## config.mk

```make
export PLATFORM = sky130hd
export DESIGN_NAME = md5_digest_engine
export DESIGN_NICKNAME = d
export VERILOG_FILES = /design/src/rtl/md5de_pkg.sv /design/src/rtl/md5de_round.sv /design/src/rtl/md5de_msgbuf.sv /design/src/rtl/md5de_ctrl.sv /design/src/rtl/md5_digest_engine.sv
export SDC_FILE = /design/constraint.sdc
export NUM_CORES = 2
export LEC_CHECK = 0
export BUFFER_PORTS_ARGS = -buffer_cell sky130_fd_sc_hd__buf_2
export CAP_MARGIN = 0
export CORE_MARGIN = 2
export CORE_UTILIZATION = 32
export CTS_CLUSTER_DIAMETER = 120
export CTS_CLUSTER_SIZE = 28
export DETAILED_ROUTE_END_ITERATION = 8
export HOLD_SLACK_MARGIN = 0.12
export PLACE_DENSITY_LB_ADDON = 0.2
export SYNTH_ARGS = -nofsm -noshare
export SYNTH_HDL_FRONTEND = slang
export SYNTH_SLANG_ARGS = --single-unit
```

## constraint.sdc

```tcl
create_clock -name clk -period 14.42 [get_ports clk]
set_input_delay 2.884 -clock clk [delete_from_list [all_inputs] [get_ports clk]]
set_output_delay 2.884 -clock clk [all_outputs]
set_load 0.1 [all_outputs]
```

## src/rtl/md5de_pkg.sv

```systemverilog
package md5de_pkg;

    // Padding phase of the block being compressed
    localparam logic [1:0] PH_DATA  = 2'd0;  // ordinary full message block
    localparam logic [1:0] PH_PAD1  = 2'd1;  // block holding the tail, 0x80 and maybe length
    localparam logic [1:0] PH_PAD2  = 2'd2;  // extra block of zeros and length

    localparam logic [31:0] H0_INIT = 32'h67452301;
    localparam logic [31:0] H1_INIT = 32'hEFCDAB89;
    localparam logic [31:0] H2_INIT = 32'h98BADCFE;
    localparam logic [31:0] H3_INIT = 32'h10325476;

    localparam logic [7:0] PAD_MARK = 8'h80;

    // Control from the sequencer to the message word buffer
    typedef struct packed {
        logic [1:0]  phase;
        logic [5:0]  fill;
        logic [63:0] bit_len;
    } md5de_pad_t;

    // Message word index used by round r
    function automatic logic [3:0] msg_index(input logic [5:0] r);
        logic [3:0] r4;
        logic [3:0] g;
        begin
            r4 = r[3:0];
            unique case (r[5:4])
                2'd0: g = r4;
                2'd1: g = 4'(5 * r4 + 1);
                2'd2: g = 4'(3 * r4 + 5);
                default: g = 4'(7 * r4);
            endcase
            return g;
        end
    endfunction

    function automatic logic [4:0] rot_amount(input logic [5:0] r);
        logic [4:0] s;
        begin
            unique case ({r[5:4], r[1:0]})
                4'd0:  s = 5'd7;
                4'd1:  s = 5'd12;
                4'd2:  s = 5'd17;
                4'd3:  s = 5'd22;
                4'd4:  s = 5'd5;
                4'd5:  s = 5'd9;
                4'd6:  s = 5'd14;
                4'd7:  s = 5'd20;
                4'd8:  s = 5'd4;
                4'd9:  s = 5'd11;
                4'd10: s = 5'd16;
                4'd11: s = 5'd23;
                4'd12: s = 5'd6;
                4'd13: s = 5'd10;
                4'd14: s = 5'd15;
                default: s = 5'd21;
            endcase
            return s;
        end
    endfunction

    function automatic logic [31:0] round_const(input logic [5:0] r);
        logic [31:0] k;
        begin
            unique case (r)
                6'd0:  k = 32'hd76aa478;
                6'd1:  k = 32'he8c7b756;
                6'd2:  k = 32'h242070db;
                6'd3:  k = 32'hc1bdceee;
                6'd4:  k = 32'hf57c0faf;
                6'd5:  k = 32'h4787c62a;
                6'd6:  k = 32'ha8304613;
                6'd7:  k = 32'hfd469501;
                6'd8:  k = 32'h698098d8;
                6'd9:  k = 32'h8b44f7af;
                6'd10: k = 32'hffff5bb1;
                6'd11: k = 32'h895cd7be;
                6'd12: k = 32'h6b901122;
                6'd13: k = 32'hfd987193;
                6'd14: k = 32'ha679438e;
                6'd15: k = 32'h49b40821;
                6'd16: k = 32'hf61e2562;
                6'd17: k = 32'hc040b340;
                6'd18: k = 32'h265e5a51;
                6'd19: k = 32'he9b6c7aa;
                6'd20: k = 32'hd62f105d;
                6'd21: k = 32'h02441453;
                6'd22: k = 32'hd8a1e681;
                6'd23: k = 32'he7d3fbc8;
                6'd24: k = 32'h21e1cde6;
                6'd25: k = 32'hc33707d6;
                6'd26: k = 32'hf4d50d87;
                6'd27: k = 32'h455a14ed;
                6'd28: k = 32'ha9e3e905;
                6'd29: k = 32'hfcefa3f8;
                6'd30: k = 32'h676f02d9;
                6'd31: k = 32'h8d2a4c8a;
                6'd32: k = 32'hfffa3942;
                6'd33: k = 32'h8771f681;
                6'd34: k = 32'h6d9d6122;
                6'd35: k = 32'hfde5380c;
                6'd36: k = 32'ha4beea44;
                6'd37: k = 32'h4bdecfa9;
                6'd38: k = 32'hf6bb4b60;
                6'd39: k = 32'hbebfbc70;
                6'd40: k = 32'h289b7ec6;
                6'd41: k = 32'heaa127fa;
                6'd42: k = 32'hd4ef3085;
                6'd43: k = 32'h04881d05;
                6'd44: k = 32'hd9d4d039;
                6'd45: k = 32'he6db99e5;
                6'd46: k = 32'h1fa27cf8;
                6'd47: k = 32'hc4ac5665;
                6'd48: k = 32'hf4292244;
                6'd49: k = 32'h432aff97;
                6'd50: k = 32'hab9423a7;
                6'd51: k = 32'hfc93a039;
                6'd52: k = 32'h655b59c3;
                6'd53: k = 32'h8f0ccc92;
                6'd54: k = 32'hffeff47d;
                6'd55: k = 32'h85845dd1;
                6'd56: k = 32'h6fa87e4f;
                6'd57: k = 32'hfe2ce6e0;
                6'd58: k = 32'ha3014314;
                6'd59: k = 32'h4e0811a1;
                6'd60: k = 32'hf7537e82;
                6'd61: k = 32'hbd3af235;
                6'd62: k = 32'h2ad7d2bb;
                default: k = 32'heb86d391;
            endcase
            return k;
        end
    endfunction

endpackage

```

## src/rtl/md5de_round.sv

```systemverilog
// One MD5 step: new b from a, b, c, d, the message word and the round number
module md5de_round (
    input  logic [5:0]  rnd,
    input  logic [31:0] a,
    input  logic [31:0] b,
    input  logic [31:0] c,
    input  logic [31:0] d,
    input  logic [31:0] m,
    output logic [31:0] b_new
);

    logic [31:0] f;
    logic [31:0] sum;
    logic [63:0] rot_dbl;
    logic [4:0]  s;

    always_comb
    begin
        case (rnd[5:4])
            2'd0:    f = (b & c) | (~b & d);
            2'd1:    f = (b & d) | (c & ~d);
            2'd2:    f = b ^ c ^ d;
            default: f = c ^ (b | ~d);
        endcase
        s       = md5de_pkg::rot_amount(rnd);
        sum     = a + f + md5de_pkg::round_const(rnd) + m;
        rot_dbl = {sum, sum} << s;
        b_new   = b + rot_dbl[63:32];
    end

endmodule

```

## src/rtl/md5de_msgbuf.sv

```systemverilog
// Block buffer as 16 little-endian words; read word is masked into padding on the fly
module md5de_msgbuf (
    input  logic                   clk,
    input  logic                   wr_en,
    input  logic [5:0]             wr_pos,
    input  logic [7:0]             wr_byte,
    input  logic [3:0]             rd_addr,
    input  md5de_pkg::md5de_pad_t  pad,
    output logic [31:0]            word
);

    logic [31:0] mem [16];
    logic [31:0] mem_q;
    logic [3:0]  addr_q;

    always_ff @(posedge clk)
    begin
        if (wr_en)
        begin
            mem[wr_pos[5:2]][wr_pos[1:0]*8 +: 8] <= wr_byte;
        end
        mem_q  <= mem[rd_addr];
        addr_q <= rd_addr;
    end

    always_comb
    begin
        logic [5:0] p;
        logic       fill_hi;
        fill_hi = (pad.fill[5:3] == 3'd7);
        for (int j = 0; j < 4; j++)
        begin
            p = {addr_q, 2'(j)};
            case (pad.phase)
                md5de_pkg::PH_PAD1:
                begin
                    if (p < pad.fill)
                        word[j*8 +: 8] = mem_q[j*8 +: 8];
                    else if (p == pad.fill)
                        word[j*8 +: 8] = md5de_pkg::PAD_MARK;
                    else if (!fill_hi && p[5:3] == 3'd7)
                        word[j*8 +: 8] = pad.bit_len[{p[2:0], 3'b000} +: 8];
                    else
                        word[j*8 +: 8] = 8'h00;
                end
                md5de_pkg::PH_PAD2:
                begin
                    if (p[5:3] == 3'd7)
                        word[j*8 +: 8] = pad.bit_len[{p[2:0], 3'b000} +: 8];
                    else
                        word[j*8 +: 8] = 8'h00;
                end
                default:
                    word[j*8 +: 8] = mem_q[j*8 +: 8];
            endcase
        end
    end

endmodule

```

## src/rtl/md5de_ctrl.sv

```systemverilog
// Sequencer: byte intake, 64-round compression, chaining update, digest output
module md5de_ctrl (
    input  logic                   clk,
    input  logic                   rst_n,
    input  logic                   in_valid,
    output logic                   in_ready,
    input  logic [7:0]             in_byte,
    input  logic                   in_has_byte,
    input  logic                   in_end,
    output logic                   out_valid,
    input  logic                   out_ready,
    output logic [31:0]            out_word,
    output logic [1:0]             out_index,
    output logic                   out_last,
    output logic                   wr_en,
    output logic [5:0]             wr_pos,
    output logic [7:0]             wr_byte,
    output logic [3:0]             rd_addr,
    output md5de_pkg::md5de_pad_t  pad,
    input  logic [31:0]            msg_word
);

    localparam logic [2:0] ST_IDLE  = 3'd0;
    localparam logic [2:0] ST_PREP  = 3'd1;
    localparam logic [2:0] ST_ROUND = 3'd2;
    localparam logic [2:0] ST_FOLD  = 3'd3;
    localparam logic [2:0] ST_OUT   = 3'd4;

    logic [2:0]  state_reg, state_next;
    logic [5:0]  rnd_reg, rnd_next;
    logic [5:0]  fill_reg, fill_next;
    logic [60:0] count_reg, count_next;
    logic [1:0]  phase_reg, phase_next;
    logic        eom_reg, eom_next;
    logic [1:0]  idx_reg, idx_next;
    logic [31:0] h_reg [4];
    logic [31:0] h_next [4];
    logic [31:0] a_reg, b_reg, c_reg, d_reg;
    logic [31:0] a_next, b_next, c_next, d_next;
    logic [31:0] b_round;
    logic        in_xfer, out_xfer;

    md5de_round u_round (
        .rnd   (rnd_reg),
        .a     (a_reg),
        .b     (b_reg),
        .c     (c_reg),
        .d     (d_reg),
        .m     (msg_word),
        .b_new (b_round)
    );

    assign in_ready  = (state_reg == ST_IDLE);
    assign out_valid = (state_reg == ST_OUT);
    assign in_xfer   = in_valid && in_ready;
    assign out_xfer  = out_valid && out_ready;
    assign out_word  = h_reg[idx_reg];
    assign out_index = idx_reg;
    assign out_last  = (idx_reg == 2'd3);

    assign wr_en   = in_xfer && in_has_byte;
    assign wr_pos  = fill_reg;
    assign wr_byte = in_byte;
    // fetch one round ahead; data is registered in the buffer
    assign rd_addr = md5de_pkg::msg_index((state_reg == ST_ROUND) ? 6'(rnd_reg + 6'd1) : 6'd0);

    assign pad.phase   = phase_reg;
    assign pad.fill    = fill_reg;
    assign pad.bit_len = {count_reg, 3'b000};

    always_comb
    begin
        state_next = state_reg;
        rnd_next   = rnd_reg;
        fill_next  = fill_reg;
        count_next = count_reg;
        phase_next = phase_reg;
        eom_next   = eom_reg;
        idx_next   = idx_reg;
        h_next     = h_reg;
        a_next     = a_reg;
        b_next     = b_reg;
        c_next     = c_reg;
        d_next     = d_reg;
        unique case (state_reg)
            ST_IDLE:
            begin
                if (in_xfer)
                begin
                    if (in_has_byte)
                    begin
                        fill_next  = 6'(fill_reg + 6'd1);
                        count_next = 61'(count_reg + 61'd1);
                        if (fill_reg == 6'd63)
                        begin
                            eom_next   = in_end;
                            phase_next = md5de_pkg::PH_DATA;
                            state_next = ST_PREP;
                        end
                        else if (in_end)
                        begin
                            phase_next = md5de_pkg::PH_PAD1;
                            state_next = ST_PREP;
                        end
                    end
                    else if (in_end)
                    begin
                        phase_next = md5de_pkg::PH_PAD1;
                        state_next = ST_PREP;
                    end
                end
            end
            ST_PREP:
            begin
                a_next     = h_reg[0];
                b_next     = h_reg[1];
                c_next     = h_reg[2];
                d_next     = h_reg[3];
                rnd_next   = 6'd0;
                state_next = ST_ROUND;
            end
            ST_ROUND:
            begin
                a_next   = d_reg;
                b_next   = b_round;
                c_next   = b_reg;
                d_next   = c_reg;
                rnd_next = 6'(rnd_reg + 6'd1);
                if (rnd_reg == 6'd63)
                    state_next = ST_FOLD;
            end
            ST_FOLD:
            begin
                h_next[0] = h_reg[0] + a_reg;
                h_next[1] = h_reg[1] + b_reg;
                h_next[2] = h_reg[2] + c_reg;
                h_next[3] = h_reg[3] + d_reg;
                if (phase_reg == md5de_pkg::PH_DATA)
                begin
                    if (eom_reg)
                    begin
                        eom_next   = 1'b0;
                        phase_next = md5de_pkg::PH_PAD1;
                        state_next = ST_PREP;
                    end
                    else
                        state_next = ST_IDLE;
                end
                else if (phase_reg == md5de_pkg::PH_PAD1 && fill_reg[5:3] == 3'd7)
                begin
                    phase_next = md5de_pkg::PH_PAD2;
                    state_next = ST_PREP;
                end
                else
                begin
                    idx_next   = 2'd0;
                    state_next = ST_OUT;
                end
            end
            ST_OUT:
            begin
                if (out_xfer)
                begin
                    idx_next = 2'(idx_reg + 2'd1);
                    if (idx_reg == 2'd3)
                    begin
                        h_next[0]  = md5de_pkg::H0_INIT;
                        h_next[1]  = md5de_pkg::H1_INIT;
                        h_next[2]  = md5de_pkg::H2_INIT;
                        h_next[3]  = md5de_pkg::H3_INIT;
                        fill_next  = 6'd0;
                        count_next = 61'd0;
                        phase_next = md5de_pkg::PH_DATA;
                        state_next = ST_IDLE;
                    end
                end
            end
            default:
                state_next = ST_IDLE;
        endcase
    end

    always_ff @(posedge clk or negedge rst_n)
    begin
        if (!rst_n)
        begin
            state_reg <= ST_IDLE;
            rnd_reg   <= 6'd0;
            fill_reg  <= 6'd0;
            count_reg <= 61'd0;
            phase_reg <= md5de_pkg::PH_DATA;
            eom_reg   <= 1'b0;
            idx_reg   <= 2'd0;
            h_reg[0]  <= md5de_pkg::H0_INIT;
            h_reg[1]  <= md5de_pkg::H1_INIT;
            h_reg[2]  <= md5de_pkg::H2_INIT;
            h_reg[3]  <= md5de_pkg::H3_INIT;
        end
        else
        begin
            state_reg <= state_next;
            rnd_reg   <= rnd_next;
            fill_reg  <= fill_next;
            count_reg <= count_next;
            phase_reg <= phase_next;
            eom_reg   <= eom_next;
            idx_reg   <= idx_next;
            h_reg     <= h_next;
        end
    end

    // working variables carry no reset
    always_ff @(posedge clk)
    begin
        a_reg <= a_next;
        b_reg <= b_next;
        c_reg <= c_next;
        d_reg <= d_next;
    end

endmodule

```

## src/rtl/md5_digest_engine.sv

```systemverilog
// MD5 digest engine over a byte stream.
// Input channel (s_axis): one transfer per item. tdata carries the message byte,
// tuser says whether that byte belongs to the message, tlast closes the message
// after this transfer's byte (tlast with tuser low hashes what is held so far,
// an empty message included). A transfer with tuser and tlast both low does nothing.
// Output channel (m_axis): four transfers per closed message, h0 to h3 in order;
// tuser gives the word index, tlast marks h3. Digest bytes are each word's bytes,
// least significant first.
// A byte that does not complete a 64-byte block is written to the buffer. Each
// compression is one prefetch, 64 rounds through the single round unit and one
// chaining add. Closing a message costs one or two compressions (two when 56 or
// more bytes are in the last block), then the four words follow, one per cycle
// without stall.
// s_axis_tready is low while a compression runs or the digest is being sent.
// A stalled receiver holds the current word; no input is taken until h3 goes.
// Reset (rst_n low, asynchronous) loads the initial chaining words, clears the
// fill and byte counts, and returns to idle; the same happens after each digest.
module md5_digest_engine (
    input  logic        clk,
    input  logic        rst_n,
    input  logic        s_axis_tvalid,
    output logic        s_axis_tready,
    input  logic [7:0]  s_axis_tdata,   // [7:0] data_byte
    input  logic        s_axis_tuser,   // [0] byte_valid
    input  logic        s_axis_tlast,   // end_of_message
    output logic        m_axis_tvalid,
    input  logic        m_axis_tready,
    output logic [31:0] m_axis_tdata,   // [31:0] digest_word
    output logic [1:0]  m_axis_tuser,   // [1:0] word_index
    output logic        m_axis_tlast    // last_word
);

    logic                  wr_en;
    logic [5:0]            wr_pos;
    logic [7:0]            wr_byte;
    logic [3:0]            rd_addr;
    md5de_pkg::md5de_pad_t pad;
    logic [31:0]           msg_word;

    md5de_msgbuf u_msgbuf (
        .clk     (clk),
        .wr_en   (wr_en),
        .wr_pos  (wr_pos),
        .wr_byte (wr_byte),
        .rd_addr (rd_addr),
        .pad     (pad),
        .word    (msg_word)
    );

    md5de_ctrl u_ctrl (
        .clk         (clk),
        .rst_n       (rst_n),
        .in_valid    (s_axis_tvalid),
        .in_ready    (s_axis_tready),
        .in_byte     (s_axis_tdata),
        .in_has_byte (s_axis_tuser),
        .in_end      (s_axis_tlast),
        .out_valid   (m_axis_tvalid),
        .out_ready   (m_axis_tready),
        .out_word    (m_axis_tdata),
        .out_index   (m_axis_tuser),
        .out_last    (m_axis_tlast),
        .wr_en       (wr_en),
        .wr_pos      (wr_pos),
        .wr_byte     (wr_byte),
        .rd_addr     (rd_addr),
        .pad         (pad),
        .msg_word    (msg_word)
    );

endmodule
```

Yosys cells after proc, flatten, opt, wreduce, memory -nomap -nowiden
Memory sizes are Yosys's and may differ from the RTL's. A register that Yosys moved wholly into a read port is not among the register bits.
Index checks and enable logic that the tools add are counted.
Operators by class
  add/subtract/negate cells: 15
  multipliers: 3
  $lt $le $gt $ge: 5
  equality and inequality tests: 30
  shift-type cells: 7
  multiplexer cells: 76
  bitwise operators: 13
  reduce and logical (&&, ||, !) cells: 21
Operators by type and width (count)
  adder 32 bit: 8
  2-to-1 mux 128 bit: 2
  one-hot mux 128 bit (2 select lines): 1
  one-hot mux 32 bit (2 select lines): 4
  variable part select 64 x 7 -> 8 bit: 4
  2-to-1 mux 61 bit: 4
  AND 32 bit: 4
  2-to-1 mux 8 bit: 16
  one-hot mux 61 bit (2 select lines): 1
  2-to-1 mux 32 bit: 3
  OR 32 bit: 3
  one-hot mux 32 bit (3 select lines): 1
  XOR 32 bit: 3
  binary-select mux 32 bit (select 2 bit): 1
  inverter 32 bit: 2
  one-hot mux 8 bit (2 select lines): 4
  << shifter 64 x 5 -> 64 bit: 1
  adder 61 x 1 -> 61 bit (second input constant): 1
  negator 5 -> 34 bit: 1
  variable shift 8 x 34 -> 32 bit (first input constant): 1
  variable part select 8 x 34 -> 32 bit: 1
  2-to-1 mux 6 bit: 5
  2-to-1 mux 3 bit: 9
  equality test 6 bit: 4
  other kinds (37): 86
Word-level totals
  register bits: 341
  RAM bits: 512
  bits in read-only memories: 2128
  input bits: 14
  output and inout port bits: 37
  word-level logic and storage cells: 189
  memories: 3
Memories
  (no name shown): words 64, width 32, rd ports 1, clocked after Yosys merged registers in 0, wr ports 0, RTL line md5de_pkg.sv:66  | unique case (r)
  u_msgbuf.mem: words 16, width 32, rd ports 1, clocked after Yosys merged registers in 1, wr ports 1, RTL line md5de_msgbuf.sv:12  | logic [31:0] mem [16];
  (no name shown): words 16, width 5, rd ports 1, clocked after Yosys merged registers in 0, wr ports 0, RTL line md5de_pkg.sv:41  | unique case ({r[5:4], r[1:0]})

Logic depth before layout (Yosys ltp)
  depth in word-level cells: 11
  depth in mapped cells: 42
  gate-level depth less buffers: 39

Hierarchy
From an unflattened synthesis, not the netlist that was laid out.
Second synthesis, totals
  cells, all modules: 5231
  area total of the unflattened synthesis: 55340.6 µm²
By module, submodules not included
  md5de_msgbuf: times used 1, cells each 1040, area each 21729.6 µm², sequential area each 16095.4 µm²
  md5de_ctrl: times used 1, cells each 2360, area each 21449.3 µm², sequential area each 9153.8 µm²
  md5de_round: times used 1, cells each 1831, area each 12161.7 µm², sequential area each 0.0 µm²

Worst setup path after synthesis
No wires, ideal clock.
  kind: reg2reg
  from: register u_ctrl.rnd_reg[0]
  to: register u_ctrl.b_reg[22], data pin
  setup time: 0.260 ns
  data arrival time: 9.250 ns
  required time: 14.160 ns
  setup slack: 4.910 ns
  stages on the path, launching flop included: 38
  buffers on the path: 2
  clock period less this slack: 9.510 ns
  cells stage by stage: dfrtp_1 > buf_2 > clkinv_1 > ha_1 > clkbuf_1 > nor2_1 > nor2_1 > o221ai_1 > mux4_2 > fa_1 > inv_1 > fa_1 > inv_1 > ha_1 > fa_1 > a211oi_1 > o21ai_1 > and3b_1 > [2 not listed] > o21ai_0 > and2_1 > mux4_2 > mux2_2 > o21a_1 > mux2_2 > fa_1 > a21o_1 > a21oi_1 > o21ba_2 > o21ai_0 > a221o_1 > a41oi_1 > o21ba_2 > o21bai_1 > a211oi_1 > a21oi_1 > mux2_2
On the way
  longest elaborated chain between the ends: 6
  elaborated cells between the ends (all ways): 7
  classes of those cells: 3 x add/sub; 1 x shift; 1 x mux; 2 x memory
Ends and longest elaborated chain
  from (decl): RTL line md5de_ctrl.sv:30  | logic [5:0] rnd_reg, rnd_next;
  from (signal assigned): RTL line md5de_ctrl.sv:202  | rnd_reg <= rnd_next;
  memory (64 x 32 bit)
  adder 32 bit (2 in a row): RTL line md5de_round.sv:26  | sum = a + f + md5de_pkg::round_const(rnd) + m;
  << shifter 64 x 5 -> 64 bit (*): RTL line md5de_round.sv:27  | rot_dbl = {sum, sum} << s;
  adder 32 bit (*): RTL line md5de_round.sv:28  | b_new = b + rot_dbl[63:32];
  one-hot mux 32 bit (2 select lines) (*): RTL line md5de_ctrl.sv:85  | unique case (state_reg)
  net u_ctrl.b_next[22]: RTL line md5de_ctrl.sv:39  | logic [31:0] a_next, b_next, c_next, d_next;
  to (signal assigned): RTL line md5de_ctrl.sv:216  | b_reg <= b_next;
  to (decl): RTL line md5de_ctrl.sv:38  | logic [31:0] a_reg, b_reg, c_reg, d_reg;
Mark *: on every way through the listed nets, which the timed path passes. The rest lies on a longest branch.
A chain may end at the register's enable or synchronous reset.

Worst setup path in the final report
  from: register u_ctrl.rnd_reg[0]
  to: register u_ctrl.b_reg[30], data pin
Same word-level chain as after synthesis.

==> key figures <==
Outcome
  • Status: finished clean

Timing
  • Fin crit share: 79.27%
  • Post-layout min period: 11,430 ps
  • Sum Neg Setup Slack: 0 ps
  • Tightest Pin Transition: 1186 ps
  • Max Fclk: 0.08748 GHz
  • # setup viols final: 0
  • Hold slack: 530.6 ps
  • Slew Viols, Final: 0
  • Max-Slew Margin vs Limit: 20.06%
  • Clock Skews: 37.10 ps
  • RSZ-0062 raised after global routing: no
  • Fin. Hold Viols: 0

Synthesis
  • Async SR Flop Fraction: 23.62%
  • Syn Area/Cell: 9.536 um2
  • Share of the synthesized area in the top cell type: 34.86%
  • Synth Register Bits: 885
  • Netlist cell types: 98
  • Post-synthesis cell count: 5,781
  • Yosys warning count: 0
  • Post-synthesis sequential area ratio: 45.80%
  • Top FF cell, synth: edfxtp_1
  • Number of synthesized flops with an enable pin: 640
  • Synth area leaders: edfxtp_1 (35%), nand2_1 (7.5%), dfrtp_1 (6.6%)
  • Netlist Area Pre-Place: 55,130 um2
  • Syn nets: 6,099
  • Area leader, netlist: edfxtp_1

Layout
  • Most frequent cells in the layout: nand2_1 (1,093), edfxtp_1 (640), nor2_1 (402), a21oi_1 (356), o21ai_0 (356)
  • Area growth syn-to-layout: 7.301%
  • Largest register FFs: 512
  • Post-layout nets: 5,941
  • Fin cells: 7,968
  • Final Util: 34.52%
  • Share of cells above drive strength 1: 7.248%
  • Commonest non-fill, non-tap cell in the layout: nand2_1

Die
  • Rows: 152
  • Die Wd: 419.1 um
  • Die area: 175,600 um2
  • Initial Utilization: 32.17%
  • Boundary Pins: 51
  • CORE AREA: 171,400 um2
  • Die Y: 419.1 um

Clocking
  • Reg clk slew, reported paths: 110 ps
  • CTS H-tree depth: 2
  • CTS tree: yes
  • Num CTS Buffers: 42
  • Worst-Skew Late Latency: 710 ps
  • CTS Hold Bufs: 0
  • CTS Sinks: 885
  • Setup bufs post-CTS: 0
  • Root Driver: clkbuf_16
  • PostCTS Resize Cnt: 0
  • Clk buf depth: 3

Worst setup path
  • Crit path to: u_ctrl.b_reg[30]
  • Terminus of the critical flop-to-flop path: u_ctrl.b_reg[30]
  • Slowest Stage Delay on Critical Path: 900 ps
  • CP most frequent cell: fa_1
  • CP Capture Type: flip-flop
  • Reg2reg path depth: 36
  • Crit path DAT: 11,980 ps
  • Worst path required time: 14,970 ps
  • Critical Path Start: u_ctrl.rnd_reg[0]
  • CP Max Fanout: 33
  • CP max-delay cell: ha_1
  • R2R setup slack: 2990 ps
  • RR Startpoint: u_ctrl.rnd_reg[0]
  • CP Class: reg -> reg
  • CP startpoint kind: flip-flop

Placed design
  • GP Congestion: 0.9015
  • Placed cells: 7,889
  • Number of I/O port buffers: 50
  • DP HPWL: 131,900 um

Routing
  • Drt first pass iters: 6
  • Vias/cell: 5.508
  • Routed Wire Length: 188,700 um
  • DRC: 0
  • Starting DRT DRC Count: 3,969
  • Antenna viol nets, final: 0
  • Vias post-DR: 43,885
  • Post-DR wirelength/cell: 23.68 um

Job
  • Max Cap Violations: 0

GRT
  • GRT Total Usage: 21.04%
  • Total grt overflow: 0
  • First-pass GRT wire length: 280,700 um
  • Pin count of the biggest net entering global routing: 162
  • Antenna violations before repair: 9
  • Vias in the first global route: 41,608

Worst hold path
  • Hold Crit Class: reg -> reg
worst min path at each step:
stage                        to  cells after the start        startpoint
2_1_floorplan    u_ctrl.eom_reg                      1    u_ctrl.eom_reg
3_3_place_gp     u_ctrl.eom_reg                      1    u_ctrl.eom_reg
3_5_place_dp     u_ctrl.eom_reg                      1    u_ctrl.eom_reg
4_1_cts          u_ctrl.eom_reg                      1    u_ctrl.eom_reg
5_1_grt          u_ctrl.eom_reg                      1    u_ctrl.eom_reg
6_report       u_ctrl.h_reg[49]                      2  u_ctrl.h_reg[49]
cells in the mapped netlist (all sizes together) (17+ instances only):
master and count:
a31oi 131, nor2 405, o21ai 369, nand2 1097, dfxtp 36, o221a 26, nand2b 39, mux2 29
nor3 54, edfxtp 640, inv 257, clkbuf 258, o21bai 24, o21a 38, and3 101, dfstp 64
fa 72, a21o 69, buf 59, nor2b 25, o211ai 32, a21oi 358, xor2 133, nand4 25
a311oi 106, nand3 253, a211oi 39, xnor2 108, mux2i 89, o221ai 19, maj3 30, or3 45
dfrtp 145, a211o 17, ha 232, and2 53, mux4 44, o31ai 17
stage by stage:
step                cell area [um2]  setup slack, ps
floorplan                     55130             4910
global placement              57730             3408
detailed placement            57730             3192
CTS                           59150             3166
global route                  59150             2286
finish                        59150             2989
critical path: cells and delay by family (launching register included):
family	cells	cell delay, ps
compound gates	16	3800
fa+ha+maj	6	3000
mux	4	1650
simple gates	6	1460
buf+inv	4	1070
flops	1	340
final cells by class:
type	instances	area, um2
fill	17473	112200
inverter	260	988.4
clock buffer	60	1119
clock inverter	18	305.3
tap	2310	2890
antenna	1	2.502
multi-input combinational	4319	27790
timing repair buffer	115	798.3
sequential	885	25270
metal layers:
layer | vias to the layer above | global-route usage, % | routed length (um)
li1 | 20560 | - | -
met1 | 21972 | 29.22 | 86090
met2 | 1114 | 34.78 | 88930
met3 | 237 | 1.983 | 7869
met4 | 2 | 6.027 | 5766
met5 | - | 0 | 11
cells by family (layout without fill, tap and decap cells):
family	Yosys count	in the layout	share of synthesized area, %
mux	162	162	4.006
compound gates	1408	1408	16.50
other cells	0	1	0
fa+ha+maj	334	334	8.425
xor+xnor	241	241	3.829
flops	885	885	45.80
simple gates	2174	2174	17.46
buf+inv	577	453	3.983
Power is not shown: default switching activity piles up to over one toggle a cycle in this logic, so the estimate is an artifact.
